## src/hdl/iis_ram.sv

```systemverilog
// Generic simple dual-port RAM: one write port, one read port, registered read.
// Stand-alone; no package dependency.
module iis_ram #(
  parameter int unsigned WIDTH = 8,
  parameter int unsigned DEPTH = 16
) (
  input  logic                     clk_i,
  input  logic                     we_i,
  input  logic [$clog2(DEPTH)-1:0] waddr_i,
  input  logic [WIDTH-1:0]         wdata_i,
  input  logic                     re_i,
  input  logic [$clog2(DEPTH)-1:0] raddr_i,
  output logic [WIDTH-1:0]         rdata_o
);

  logic [WIDTH-1:0] mem_q [DEPTH];
  logic [WIDTH-1:0] rdata_q;

  always_ff @(posedge clk_i) begin
    if (we_i) begin
      mem_q[waddr_i] <= wdata_i;
    end
    if (re_i) begin
      rdata_q <= mem_q[raddr_i];
    end
  end

  assign rdata_o = rdata_q;

endmodule

```

## config.mk

```make
export PLATFORM = sky130hd
export DESIGN_NAME = iis_ram
export DESIGN_NICKNAME = d
export VERILOG_FILES = /design/src/hdl/iis_ram.sv
export SDC_FILE = /design/constraint.sdc
export NUM_CORES = 1
export LEC_CHECK = 0
export BUFFER_PORTS_ARGS = -buffer_cell sky130_fd_sc_hd__buf_4
export CORE_MARGIN = 1
export CORE_UTILIZATION = 60
export CTS_CLUSTER_SIZE = 20
export DETAILED_ROUTE_END_ITERATION = 6
export GPL_ROUTABILITY_DRIVEN = 1
export PLACE_DENSITY_LB_ADDON = 0.1
export SKIP_LAST_GASP = 1
export SLEW_MARGIN = 10
export SYNTH_ARGS = -nofsm -noshare
export SYNTH_HDL_FRONTEND = slang
export SYNTH_SLANG_ARGS = --single-unit
```

## constraint.sdc

```tcl
create_clock -name clk_i -period 2.25 [get_ports clk_i]
set_input_delay 0.45 -clock clk_i [delete_from_list [all_inputs] [get_ports clk_i]]
set_output_delay 0.45 -clock clk_i [all_outputs]
set_load 0.1 [all_outputs]
```

==> impl_metrics.tcl, run 1 <==
set metrics [dict create \
    holdWs_ns 0.2375 \
    drive_gt1_frac 0.3176 \
    fin_cells 401 \
    die_w_um 95.34 \
    synth_top_family_by_area "multiplexers" \
    setup_viol 0 \
    ys_seq_area_frac 0.7812 \
    finClkSkew_ns 0.005789 \
    synth_cell_types 18 \
    setup_tns_ns 0 \
    track_usage 0.2440 \
    dp_hpwl_um 5896 \
    root_buffer "clkbuf_8" \
    place.gp.congestion 0.7634 \
    cts_tree "done" \
    power_density_mw_per_mm2 962.2 \
    critPathMaxFanout 1 \
    io_pins 27 \
    drtIter0Drc 261 \
    max_stage_delay_ns 0.35 \
    die_height_um 95.34 \
    slew_viol_final 0 \
    rsz0062_at_grt "no" \
    grt.overflow.total 0 \
    antenna_found_initial 0 \
    p_leak_nw 2.138 \
    firstDrtPassIters 4 \
    crit_slowest_cell "edfxtp_1" \
    core_mm2 0.008341 \
    syn-instance-count 229 \
    ant_nets 0 \
    areaGrowthSynthToFinish_pct 19.41 \
    wl_um 9712 \
    htreeDepth 4 \
    power_frac_comb 0.061 \
    yosysWarnings 0 \
    rows 33 \
    drc 0 \
    critical-path-top-delay-family "flip-flops" \
    crit_path_start_kind "flip-flop" \
    dp.cells 370 \
    io_buffers 26 \
    worstMarginPinSlew_ns 0.6118 \
    num_vias 2496 \
    final_cell_mix "edfxtp_1, buf_4, mux4_2, a22oi_1, clkbuf_16" \
    relSlewSlack 0.5906 \
    crit_path_end_kind "primary output" \
    postSynthNetCount 248 \
    final_hold_viol_count 0 \
    n_antenna_cell 0 \
    cp.required_ns 1.80 \
    final_common_cell "edfxtp_1" \
    syn_area_per_cell_um2 22.83 \
    insertion_delay_ns 0.51 \
    grt_pass1_vias 2523 \
    postCtsResizedCells 0 \
    dp_worst_setup_slack_ns 0.2178 \
    p_sw_frac 0.2048 \
    clock.fmax_mhz 624.3 \
    start_util 0.6268 \
    synth.area.mux_share 0.1479 \
    cts_buffer_depth 2 \
    syn_area_mm2 0.005228 \
    critical_path_class "flip-flop to primary output" \
    grt_max_degree 33 \
    cap_violations 0 \
    crit_chain "buf_4" \
    cts-hold-fix-buffers 0 \
    synth-xor-area-share 0 \
    crit_buf_inv 1 \
    synth_compound_area_frac 0.02298 \
    finalCriticalPeriod_ns 1.602 \
    ir_worst_vdd_mv 0.7593 \
    nets 303 \
    via_per_inst 6.224 \
    p_clk_frac 0.461 \
    cts_setup_buffers 0 \
    wl_per_cell_um 24.22 \
    synth_fa_ha_area_frac 0 \
    grt_pass1_wl_um 14610 \
    synth_simple_gate_area_frac 0.03135 \
    pwr-share-seq 0.478 \
    hold_path_class "input port to flip-flop" \
    intPower_w 0.004776 \
    synth-seq-cells 136 \
    p_sw_w 0.001230 \
    cts.sinks 136 \
    cts-buffers-inserted 17 \
    reg2reg_slack_ns 0.73 \
    setup_ws_ns 0.6482 \
    status "finished clean" \
    cp.arrival_ns 1.15 \
    cts.clk_slew.worst_paths_ns 0.06 \
    die_area_mm2 0.009090 \
    min_period_over_period 0.7119 \
]
[registers in the layout (all words and copies together) (netlist names)]
signal and flops:
mem_q 128, rdata_o 8
[cell usage after synthesis]
cell type / count / area (µm²)
and2_1: 1 / 6.260
buf_4: 1 / 7.510
nand3_1: 1 / 5.000
mux4_2: 18 / 405.4
nor2b_1: 1 / 6.260
clkdlybuf4s25_2: 3 / 30.03
nor2_1: 13 / 48.80
or3b_2: 1 / 8.760
buf_6: 3 / 33.78
and2b_1: 1 / 7.510
buf_2: 3 / 15.01
nand2_1: 9 / 33.78
edfxtp_1: 136 / 4084
nand3b_1: 2 / 15.01
nor3_1: 4 / 20.02
mux4_1: 14 / 367.9
nand2b_1: 2 / 12.51
a22oi_1: 16 / 120.1
[logic make-up after synthesis]
family | Yosys count
flip-flops | 136
multiplexers | 32
AND/OR/NAND/NOR | 35
AO/OA/AOI/OAI | 16
buffers and inverters | 10
[final cells by class]
class,instances,area [µm²]
tap,105,131.4
fill,470,2098
clock inverter,12,177.7
timing repair buffer,46,370.4
sequential,136,4084
clock buffer,19,421.7
multi-input combinational,83,1057
[routing by layer]
layer  global-route usage  wire length (µm)
met5                    0                 0
met4              0.07323                51
met3              0.07177               519
met2               0.3905              4963
met1               0.3283              4178
[stage by stage]
| step | total power (W) | area (µm²) | utilization |
|---|---|---|---|
| after floorplan | 0.003153 | 5228 | - |
| after global placement | 0.003276 | 5643 | 0.6766 |
| after detailed placement | 0.003286 | 5643 | 0.6766 |
| after CTS | 0.006041 | 6242 | 0.7484 |
| after global routing | 0.006164 | 6242 | 0.7484 |
| final | 0.006006 | 6242 | 0.7484 |
[path summary, 6_finish.rpt]
kind                            cells after the start         start         end
worst max-delay path                                1    rdata_o[2]  rdata_o[2]
worst max register to register                      3   mem_q[2][4]  rdata_o[4]
worst min register to register                      3  mem_q[12][1]  rdata_o[1]
worst min-delay path                                1          re_i  rdata_o[3]
[power by group through the flow]
| stage | clock [W] | sequential [W] | combinational [W] |
|---|---|---|---|
| finish | 0.00277 | 0.00287 | 0.000365 |
| global route | 0.00290 | 0.00287 | 0.000386 |
| CTS | 0.00280 | 0.00287 | 0.000367 |
| detailed placement | 0 | 0.00292 | 0.000364 |
| global placement | 0 | 0.00292 | 0.000356 |
| floorplan | 0 | 0.00301 | 0.000144 |
(Power assumes the default switching activity.)
==> run 2, diff against run 1 <==
--- a/config.mk
+++ b/config.mk
@@ -7,7 +7,7 @@
 export LEC_CHECK = 0
 export BUFFER_PORTS_ARGS = -buffer_cell sky130_fd_sc_hd__buf_4
 export CORE_MARGIN = 1
-export CORE_UTILIZATION = 60
+export CORE_UTILIZATION = 54
 export CTS_CLUSTER_SIZE = 20
 export DETAILED_ROUTE_END_ITERATION = 6
 export GPL_ROUTABILITY_DRIVEN = 1
==> constraint.sdc (replaced) <==
create_clock -name clk_i -period 1.4 [get_ports clk_i]
set_input_delay 0.28 -clock clk_i [delete_from_list [all_inputs] [get_ports clk_i]]
set_output_delay 0.28 -clock clk_i [all_outputs]
set_load 0.1 [all_outputs]
==> impl_metrics.tcl, run 2 (synthesis results as in run 1) <==
set metrics [dict create \
    status "finished, violations left" \
    violations "setup timing" \
    cts.sinks 136 \
    dp_worst_setup_slack_ns -0.4355 \
    crit_path_end_kind "flip-flop" \
    setup_viol 6 \
    critical_path_class "flip-flop to flip-flop" \
    p_leak_nw 2.121 \
    cp.required_ns 1.66 \
    slew_viol_final 0 \
    insertion_delay_ns 0.52 \
    ant_nets 0 \
    setup_ws_ns -0.04331 \
    power_density_mw_per_mm2 1450 \
    via_per_inst 5.759 \
    die_height_um 100.4 \
    min_period_over_period 1.031 \
    core_mm2 0.009328 \
    drive_gt1_frac 0.4257 \
    final_cell_mix "edfxtp_1, buf_4, mux4_2, clkbuf_16, nor2_1" \
    cts-buffers-inserted 17 \
    final_hold_viol_count 0 \
    dp_hpwl_um 6447 \
    htreeDepth 4 \
    track_usage 0.2288 \
    cts-hold-fix-buffers 0 \
    grt.overflow.total 0 \
    cts.clk_slew.worst_paths_ns 0.06 \
    grt_max_degree 20 \
    die_area_mm2 0.01008 \
    relSlewSlack 0.3361 \
    areaGrowthSynthToFinish_pct 22.57 \
    cts_setup_buffers 0 \
    hold_path_class "input port to flip-flop" \
    wl_um 9962 \
    grt_pass1_vias 2541 \
    start_util 0.5604 \
    num_vias 2488 \
    ir_worst_vdd_mv 0.8766 \
    wl_per_cell_um 23.06 \
    drtIter0Drc 163 \
    clock.fmax_mhz 692.9 \
    top_register "mem_q" \
    firstDrtPassIters 4 \
    nets 309 \
    cp.arrival_ns 1.70 \
    finClkSkew_ns 0.009805 \
    die_w_um 100.4 \
    rows 35 \
    grt_pass1_wl_um 15570 \
    holdWs_ns 0.07319 \
    largest_reg_flops 128 \
    worstMarginPinSlew_ns 0.9938 \
    root_buffer "clkbuf_8" \
    antenna_found_initial 0 \
    rsz0062_at_grt "yes" \
    crit_path_start_kind "flip-flop" \
    drc 0 \
    final_common_cell "edfxtp_1" \
    io_buffers 26 \
    n_antenna_cell 0 \
    cts_tree "done" \
    critPathMaxFanout 1 \
    cts_buffer_depth 2 \
    io_pins 27 \
    finalCriticalPeriod_ns 1.443 \
    nFillCells 619 \
    cap_violations 0 \
    place.gp.congestion 0.7408 \
]
run 2: power by group:
group          switching [W]  leakage (nW)  internal [W]  total [W]
sequential         0.0000299          1.24       0.00459    0.00462
clock                0.00165         0.255       0.00236    0.00401
combinational       0.000405         0.630      0.000262   0.000667
run 2: layout make-up:
type	count	area [µm²]	share of cell area
flip-flops and latches	136	4084	0.6374
repair buffers	52	533.0	0.08319
clock inverters	14	126.4	0.01972
clock buffers	18	417.9	0.06522
multi-input cells	83	1085	0.1693
well taps	129	161.4	0.02519
run 2: critical path, cell delays in order, from the launching register on:
cell,delay (ns)
edfxtp_1,0.37
mux4_2,0.50
a22oi_2,0.23
nand2_1,0.08
run 2: stage by stage:
| step | power [W] | instances | area, µm² | setup TNS (ns) | utilization |
|---|---|---|---|---|---|
| floorplan | 0.005090 | 229 | 5255 | -0.6768 | - |
| global placement | 0.005334 | 400 | 5799 | -4.295 | 0.6217 |
| detailed placement | 0.005344 | 400 | 5799 | -5.260 | 0.6217 |
| CTS | 0.009367 | 432 | 6397 | -0.3224 | 0.6858 |
| global route | 0.009569 | 432 | 6407 | -0.6787 | 0.6869 |
| finish | 0.009293 | 432 | 6407 | -0.2024 | 0.6869 |
run 2: worst paths after layout:
check | endpoint | from | cells after the start | slack (ns)
worst max register to register | rdata_o[6] | mem_q[11][6] | 3 | -0.04
worst min register to register | rdata_o[2] | mem_q[4][2] | 3 | 0.77
worst max-delay path | rdata_o[6] | mem_q[11][6] | 3 | -0.04
worst min-delay path | rdata_o[0] | re_i | 1 | 0.07
run 2: per-layer routing:
layer  wire length, µm  part of all wire  GRT usage
met5                 0                 0          0
met3               555             0.056    0.05641
met2              4996              0.50     0.3446
met4               119             0.012    0.08138
met1              4291              0.43     0.3315
run 2: repair_timing:
item / in CTS / in global routing
endpoints found under the hold margin: 0 / 0
gates resized for setup: 18 / 2
endpoints found under the setup margin: 15 / 16
pin swaps: 3 / 5
