**src/hdl/iis_pkg.sv**
```systemverilog
// Shared types and constants for the integral image (summed-area table) unit.
// Used by the row accumulator and the top level.
package iis_pkg;

  // Configuration register index width; leaves room for indexes past the list.
  localparam int unsigned CFG_IDX_W = 2;

  // Reset value of both frame size registers, before clamping to the maximum.
  localparam int unsigned SIZE_RESET = 1024;

  typedef enum logic [CFG_IDX_W-1:0] {
    REG_IMAGE_WIDTH  = 2'd0,
    REG_IMAGE_HEIGHT = 2'd1
  } cfg_reg_e;

  // Control bits that travel with one pixel through the pipeline.
  typedef struct packed {
    logic has_above;     // row above exists, so the line store value counts
    logic last_of_row;
    logic last_of_frame;
  } item_ctrl_t;

endpackage

```
**src/hdl/iis_row_acc.sv**
```systemverilog
// Frame size registers, column and row counters and the running row sums.
// Depends on iis_pkg.
module iis_row_acc #(
  parameter int unsigned MAX_WIDTH  = 1024,
  parameter int unsigned MAX_HEIGHT = 1024,
  parameter int unsigned PIXEL_BITS = 8,
  parameter int unsigned CFG_W = 11,
  parameter int unsigned COL_W = 10,
  parameter int unsigned RS_W  = 18,
  parameter int unsigned RSQ_W = 26
) (
  input  logic                            clk_i,
  input  logic                            rst_ni,
  input  logic                            cfg_we_i,
  input  logic [iis_pkg::CFG_IDX_W-1:0]   cfg_index_i,
  input  logic [CFG_W-1:0]                cfg_data_i,
  input  logic                            accept_i,
  input  logic [PIXEL_BITS-1:0]           pixel_i,
  output logic [COL_W-1:0]                col_o,
  output logic [RS_W-1:0]                 row_sum_o,
  output logic [RSQ_W-1:0]                row_sq_o,
  output iis_pkg::item_ctrl_t             ctrl_o
);
  import iis_pkg::*;

  localparam int unsigned ROW_W = $clog2(MAX_HEIGHT);
  localparam int unsigned WID_W = $clog2(MAX_WIDTH + 1);
  localparam int unsigned HGT_W = $clog2(MAX_HEIGHT + 1);
  localparam int unsigned SQ_W  = 2 * PIXEL_BITS;
  localparam int unsigned WID_RESET = (SIZE_RESET > MAX_WIDTH) ? MAX_WIDTH : SIZE_RESET;
  localparam int unsigned HGT_RESET = (SIZE_RESET > MAX_HEIGHT) ? MAX_HEIGHT : SIZE_RESET;

  logic [WID_W-1:0] width_q, width_d;
  logic [HGT_W-1:0] height_q, height_d;
  logic [COL_W-1:0] col_q, col_d;
  logic [ROW_W-1:0] row_q, row_d;
  logic [RS_W-1:0]  rs_q, rs_d;
  logic [RSQ_W-1:0] rsq_q, rsq_d;
  logic [SQ_W-1:0]  pix_sq;
  logic [CFG_W-1:0] clamp_w, clamp_h;
  logic             restart;
  logic             end_row, end_frame;

  // A value of zero acts as one and a value above the maximum acts as the maximum.
  always_comb begin
    if (cfg_data_i == '0) begin
      clamp_w = CFG_W'(1);
    end else if (cfg_data_i > CFG_W'(MAX_WIDTH)) begin
      clamp_w = CFG_W'(MAX_WIDTH);
    end else begin
      clamp_w = cfg_data_i;
    end
    if (cfg_data_i == '0) begin
      clamp_h = CFG_W'(1);
    end else if (cfg_data_i > CFG_W'(MAX_HEIGHT)) begin
      clamp_h = CFG_W'(MAX_HEIGHT);
    end else begin
      clamp_h = cfg_data_i;
    end
  end

  always_comb begin
    pix_sq    = SQ_W'(pixel_i) * SQ_W'(pixel_i);
    row_sum_o = rs_q + RS_W'(pixel_i);
    row_sq_o  = rsq_q + RSQ_W'(pix_sq);
    end_row   = ({1'b0, col_q} + (COL_W + 1)'(1)) >= (COL_W + 1)'(width_q);
    end_frame = end_row && ((HGT_W'(row_q) + HGT_W'(1)) >= height_q);
    col_o     = col_q;
    ctrl_o.has_above     = (row_q != '0);
    ctrl_o.last_of_row   = end_row;
    ctrl_o.last_of_frame = end_frame;
  end

  always_comb begin
    width_d  = width_q;
    height_d = height_q;
    restart  = 1'b0;
    if (cfg_we_i) begin
      unique case (cfg_index_i)
        REG_IMAGE_WIDTH: begin
          width_d = WID_W'(clamp_w);
          restart = 1'b1;
        end
        REG_IMAGE_HEIGHT: begin
          height_d = HGT_W'(clamp_h);
          restart  = 1'b1;
        end
        default: begin
        end
      endcase
    end

    col_d = col_q;
    row_d = row_q;
    rs_d  = rs_q;
    rsq_d = rsq_q;
    if (restart) begin
      col_d = '0;
      row_d = '0;
      rs_d  = '0;
      rsq_d = '0;
    end else if (accept_i) begin
      if (end_row) begin
        col_d = '0;
        rs_d  = '0;
        rsq_d = '0;
        row_d = end_frame ? '0 : row_q + ROW_W'(1);
      end else begin
        col_d = col_q + COL_W'(1);
        rs_d  = row_sum_o;
        rsq_d = row_sq_o;
      end
    end
  end

  always_ff @(posedge clk_i or negedge rst_ni) begin
    if (!rst_ni) begin
      width_q  <= WID_W'(WID_RESET);
      height_q <= HGT_W'(HGT_RESET);
      col_q    <= '0;
      row_q    <= '0;
      rs_q     <= '0;
      rsq_q    <= '0;
    end else begin
      width_q  <= width_d;
      height_q <= height_d;
      col_q    <= col_d;
      row_q    <= row_d;
      rs_q     <= rs_d;
      rsq_q    <= rsq_d;
    end
  end

endmodule

```
**config.mk**
```make
export PLATFORM = sky130hd
export DESIGN_NAME = iis_row_acc
export DESIGN_NICKNAME = d
export VERILOG_FILES = /design/src/hdl/iis_pkg.sv /design/src/hdl/iis_row_acc.sv
export SDC_FILE = /design/constraint.sdc
export NUM_CORES = 1
export LEC_CHECK = 0
export BUFFER_PORTS_ARGS = -buffer_cell sky130_fd_sc_hd__buf_2
export CORE_UTILIZATION = 45
export DETAILED_ROUTE_END_ITERATION = 8
export PLACE_DENSITY_LB_ADDON = 0.15
export SLEW_MARGIN = 0
export SYNTH_ARGS = -nofsm -noshare
export SYNTH_HDL_FRONTEND = slang
export SYNTH_SLANG_ARGS = --single-unit
```
**constraint.sdc**
```tcl
create_clock -name clk_i -period 5.2 [get_ports clk_i]
set_input_delay 0.52 -clock clk_i [delete_from_list [all_inputs] [get_ports clk_i]]
set_output_delay 0.52 -clock clk_i [all_outputs]
set_load 0.05 [all_outputs]
```
==> reports/metrics.cfg, run 1 <==
[yosys]
async_flop_share_pct=100
yosysTopAreaCellShare_pct=28.1
ys.flop_type=dfrtp_1
synth_edf_count=0
synthDistinctLibCells=68
syn-num-nets=949
ys_seq_elements=86
yosysSeqAreaShare_pct=28.8
yosys.area.top_type=dfrtp_1
synth_area_per_cell_um2=9.24
yosys-top-cells-area=dfrtp_1 (28%), ha_1 (13%), fa_1 (10%)
syn_area_um2=7490
yosysWarnings=0
netlist_instances=810

[setup_path]
timing.rr.end=rsq_q[21]$_DFFE_PN0P_
worstSetupPathType=in2out
cp_slowest_cell=fa_1
cp.arrival_ns=4.71
r2r_start=rsq_q[7]$_DFFE_PN0P_
startpoint_type=input port
slowest_delay_ns=0.62
path_max_fanout=6
end_kind=primary output
crit_top_cell=fa_1
reg2reg_slack_ns=0.69
cp.required_ns=4.68
cp_cell_sequence=buf_6 -> and2_4 -> inv_1 -> fa_1 -> inv_2 -> fa_1 -> fa_1 -> fa_1 -> ha_4 -> a21o_1 -> a221oi_4 -> o41ai_2 -> a41o_2 -> and2b_2 -> xnor2_4 -> buf_6
r2r_cells=15

[placement]
port_buffers=81
globalplace.congestion=0.881
hpwl_mm=14.7
placed_cells=1123
postPlaceCellArea_um2=8570

[detailed_routing]
viasPerCell=5.40
ant_nets=0
route.detailed.drc=0
first_pass_iters=4
drtIter0Drc=247
via_count=6229
routed_wl_mm=19.4
wl_per_cell_um=16.8

[finish]
area_delta_synth_final_pct=25.2
drive_above_1_share_pct=26.7
stdcell_count=1153
final_cell_area_um2=9370
antenna_cells=0
layout.nets=1071

[sta]
setup_viol=1
fin_skew_ns=0.00714
rsz0062_at_grt=true
worst_slack_ns=-0.0348
max_slew.worst_pin.slew_ns=1.07
slew_viol_final=0
min_period_over_period_pct=101
fin_crit_ns=5.23
final-hold-violation-count=0
fin_hold_ws_ns=0.151
slew_headroom_pct=28.5
fmax_ghz=0.191
tns_ns=-0.0348

[global_routing]
antenna_found_initial=0
grt.overflow.total=0
grt_pass1_wl_mm=31.9
track_usage_pct=23.9
grt_max_degree=47
first_global_vias=6462

[min_path]
hold_class=in2async

[clocking]
postCtsHoldBufs=0
htree_levels=3
cts_tree=done
clkTransAtPathRegs_ns=0.07
cts_buffer_depth=2
cts_made_buffers=9
clk_latency_ns=0.35
cts_sinks=86
cts-root-buf=clkbuf_16

[die]
io_pins=82
coreArea_um2=16100
start_util_pct=46.6
die_area_um2=17200
die_x_um=131
die_y_um=131
placementRows=46

[status]
status=finished with violations
violations=negative setup slack

[job]
drv_cap=0

==> routing by layer <==
metal	share of wire (%)	GRT usage (%)	up-vias
met5	0	0	-
met4	1.9	8.86	0
met3	3.0	2.61	30
met2	50	40.9	113
met1	45	31.3	3062
li1	-	-	3024
==> registers in the layout (all words and copies together), names as in the netlist <==
name      flops
width_q      11
col_o        10
rs_q         18
height_q     11
row_q        10
rsq_q        26
==> synth_stat cells (15+ instances only) <==
master	count
inv_1	99
dfrtp_1	84
ha_1	76
nand2_1	61
o21ai_0	52
fa_1	38
xnor2_1	34
a22o_1	29
nor2_1	29
a21oi_1	27
a21o_1	26
nand3_1	26
and2_1	24
xor2_1	23
clkbuf_1	20
a31oi_1	19
nand2b_1	18
and3_1	15
==> cells in the final DEF, fill, tap and decap left out, types with 8 or more instances in the layout <==
cell,n
fa_1,33
and2_4,9
a31oi_1,19
nor3_1,8
a22o_1,29
ha_1,69
xnor2_1,25
and3_1,15
a21o_1,26
nor2_1,27
inv_1,92
nand2_1,57
o21ai_0,51
a21oi_1,23
dfrtp_1,84
and2_1,15
xor2_1,16
clkbuf_16,9
nand2b_1,18
buf_2,58
buf_6,14
nand3_1,24
buf_4,69
==> worst max-delay path, delay by kind of cell <==
| kind | cells | cell delay (ns) |
|---|---|---|
| buffers and inverters | 4 | 0.36 |
| adders and majority gates | 5 | 2.38 |
| AOI/OAI and AO/OA | 4 | 0.90 |
| xor gates and xnor gates | 1 | 0.16 |
| and+or+nand+nor | 2 | 0.39 |
==> worst max-delay path by stage <==
stage | start | endpoint | slack, ns | cells after the start
global route | rsq_q[7]$_DFFE_PN0P_ | row_sq_o[25] | -0.14 | 14
global placement | pixel_i[0] | row_sq_o[25] | -0.27 | 18
floorplan | pixel_i[5] | row_sq_o[25] | -0.11 | 16
finish | pixel_i[6] | row_sq_o[25] | -0.03 | 16
detailed placement | pixel_i[0] | row_sq_o[25] | -0.34 | 18
CTS | pixel_i[0] | row_sq_o[25] | -0.02 | 18
==> repair_timing <==
item,in CTS,in global routing
setup endpoints to repair,15,17
buffers inserted,5,9
resized for setup,46,52
pin swaps,20,36
==> cell type report <==
cell class	instances	area, um2
flip-flops and latches	86	2150
inverters	99	372
repair buffers	146	1040
fillers	1370	6690
well taps	216	270
multi-input cells	590	5220
clock inverters	5	81.3
clock buffers	11	233
==> stage by stage <==
step / utilization, % / worst slack (ns)
floorplan: - / -0.108
global placement: 53.4 / -0.271
detailed placement: 53.4 / -0.343
CTS: 56.6 / -0.0204
global route: 58.4 / -0.140
finish: 58.4 / -0.0348
==> kinds of logic (layout without fill, tap and decap cells) <==
family	count (synthesis)	in the layout	synth area share, %
DFF	86	86	28.8
AOI/OAI and AO/OA	197	197	18.5
buffers and inverters	134	261	7.40
xor gates and xnor gates	57	57	6.67
and+or+nand+nor	214	214	14.6
adders and majority gates	114	114	22.9
muxes	8	8	1.19
Power of run 1 is left out: the tool's default activity adds up to more than one toggle a clock period on the data nets, which glitch-free logic cannot reach.
==> run 2: changes to the inputs <==
- CORE_UTILIZATION: 45 -> 55
- SETUP_SLACK_MARGIN: not set -> 0.3
==> run 2 against run 1 <==
Compared with the run above: the flow now finishes without violations; clock skew up 0.0023 ns; register-to-register slack worse by 0.10 ns; via count up 5.9%; count of clock-buffer cells in the layout down 1; non-clock buffer count up 11; wire length up 4.9%; global-route usage up 4.8 points.
==> reports/metrics.cfg, run 2 (synthesized netlist as in run 1, its figures left out) <==
[detailed_routing]
drtIter0Drc=359
route.detailed.drc=0
ant_nets=0
viasPerCell=5.87
wl_per_cell_um=18.1
via_count=6597
routed_wl_mm=20.3
first_pass_iters=5

[global_routing]
first_global_vias=6667
track_usage_pct=28.8
grt.overflow.total=0
antenna_found_initial=0
grt_pass1_wl_mm=32.2
grt_max_degree=45

[clocking]
cts_made_buffers=9
htree_levels=3
cts-root-buf=clkbuf_16
cts_tree=done
clkTransAtPathRegs_ns=0.07
clk_latency_ns=0.35
cts_sinks=86
cts_buffer_depth=2

[sta]
slew_headroom_pct=29.5
fin_hold_ws_ns=0.148
min_period_over_period_pct=99.3
fin_crit_ns=5.16
max_slew.worst_pin.slew_ns=1.06
rsz0062_at_grt=true
tns_ns=0
slew_viol_final=0
fin_skew_ns=0.00947
final-hold-violation-count=0
setup_viol=0
fmax_ghz=0.194

[finish]
regMostFlops=rsq_q
largest_reg_flops=26
layout.cells.most_common=inv_1
most-common-layout-cells=inv_1 (87), dfrtp_1 (84), buf_4 (71)
area_delta_synth_final_pct=30.1
layout.nets=1082
antenna_cells=0
largestRegisters=rsq_q (26), rs_q (18)
drive_above_1_share_pct=30.8

[placement]
hpwl_mm=14.1
port_buffers=81
globalplace.congestion=0.919

[setup_path]
cp_cell_sequence=buf_8 -> buf_6 -> nand2_1 -> fa_1 -> inv_1 -> fa_1 -> ha_1 -> inv_1 -> fa_1 -> inv_1 -> ha_4 -> a21o_4 -> a221oi_4 -> buf_6 -> nor3_4 -> o31ai_2 -> buf_4 -> xnor2_4 -> buf_6
cp.required_ns=4.68
cp.arrival_ns=4.64
path_max_fanout=4
end_kind=primary output
cp_slowest_cell=fa_1
worstSetupPathType=in2out
startpoint_type=input port
slowest_delay_ns=0.55

[status]
status=completed

[job]
drv_cap=0

[min_path]
hold_class=in2async

[die]
coreArea_um2=13200
io_pins=82
placementRows=42
die_area_um2=14100
start_util_pct=56.5
die_y_um=119
die_x_um=119

[run 2: cell types whose count changed in the layout (fill, tap and decap cells not counted), moves of 4 or more]
cell | previous run | this run
buf_6 | 14 | 28
inv_1 | 92 | 87
inv_2 | 7 | 12
nand2_1 | 57 | 52
xnor2_1 | 25 | 20
xor2_2 | 7 | 2
xor2_4 | 0 | 5
buf_2 | 58 | 54
nand2_4 | 2 | 6
o21ai_0 | 51 | 47
[run 2: worst paths after layout]
check,startpoint,endpoint,slack (ns),cells past startpoint
max,pixel_i[0],row_sq_o[17],0.04,19
min in group clk_i,cfg_data_i[7],width_q[7]$_DFFE_PN0P_,0.47,3
max in group asynchronous,rst_ni,rs_q[6]$_DFFE_PN0P_,4.00,2
min reg2reg,width_q[9]$_DFFE_PN0P_,width_q[9]$_DFFE_PN0P_,0.49,2
max reg2reg,rsq_q[7]$_DFFE_PN0P_,rsq_q[13]$_DFFE_PN0P_,0.59,17
min,rst_ni,rsq_q[6]$_DFFE_PN0P_,0.15,1
[run 2: timing repair]
item	CTS	global route
endpoints found under the hold margin	0	0
setup endpoints to repair	18	18
setup buffers	11	13
resized for setup	92	53
hold buffers	0	0
pin swaps	41	38
[run 2: per-stage QoR]
| stage | worst slack [ns] | instance area (um2) | util, % | std cells |
|---|---|---|---|---|
| after detailed placement | -0.190 | 8700 | 65.7 | 1084 |
| after global routing | -0.0904 | 9740 | 73.6 | 1124 |
| after global placement | -0.143 | 8700 | 65.7 | 1084 |
| after CTS | 0.0714 | 9420 | 71.1 | 1111 |
| final | 0.0377 | 9740 | 73.6 | 1124 |
| after floorplan | 0.0239 | 7880 | - | 810 |
[run 2: per-layer routing]
layer / routed length (um) / track usage [%] / vias up
li1: - / - / 3060
met1: 8370 / 36.4 / 3280
met2: 10400 / 50.1 / 200
met3: 843 / 3.19 / 57
met4: 752 / 11.5 / 0
met5: 0 / 0 / -
[run 2: worst max-delay path, delay by kind of cell]
family,cells,cell delay [ns]
fa+ha+maj,5,2.09
buf+inv,8,0.90
compound gates,3,0.87
simple gates,2,0.14
xor+xnor,1,0.12
[run 2: final cells by class]
class                           count  area (um2)
Clock buffer                       10         229
Clock inverter                      6        70.1
Fill cell                         931        3500
Inverter                           99         372
Multi-Input combinational cell    590        5530
Sequential cell                    86        2150
Tap cell                          176         220
Timing Repair Buffer              157        1170
Power of run 2 is left out for the same reason.
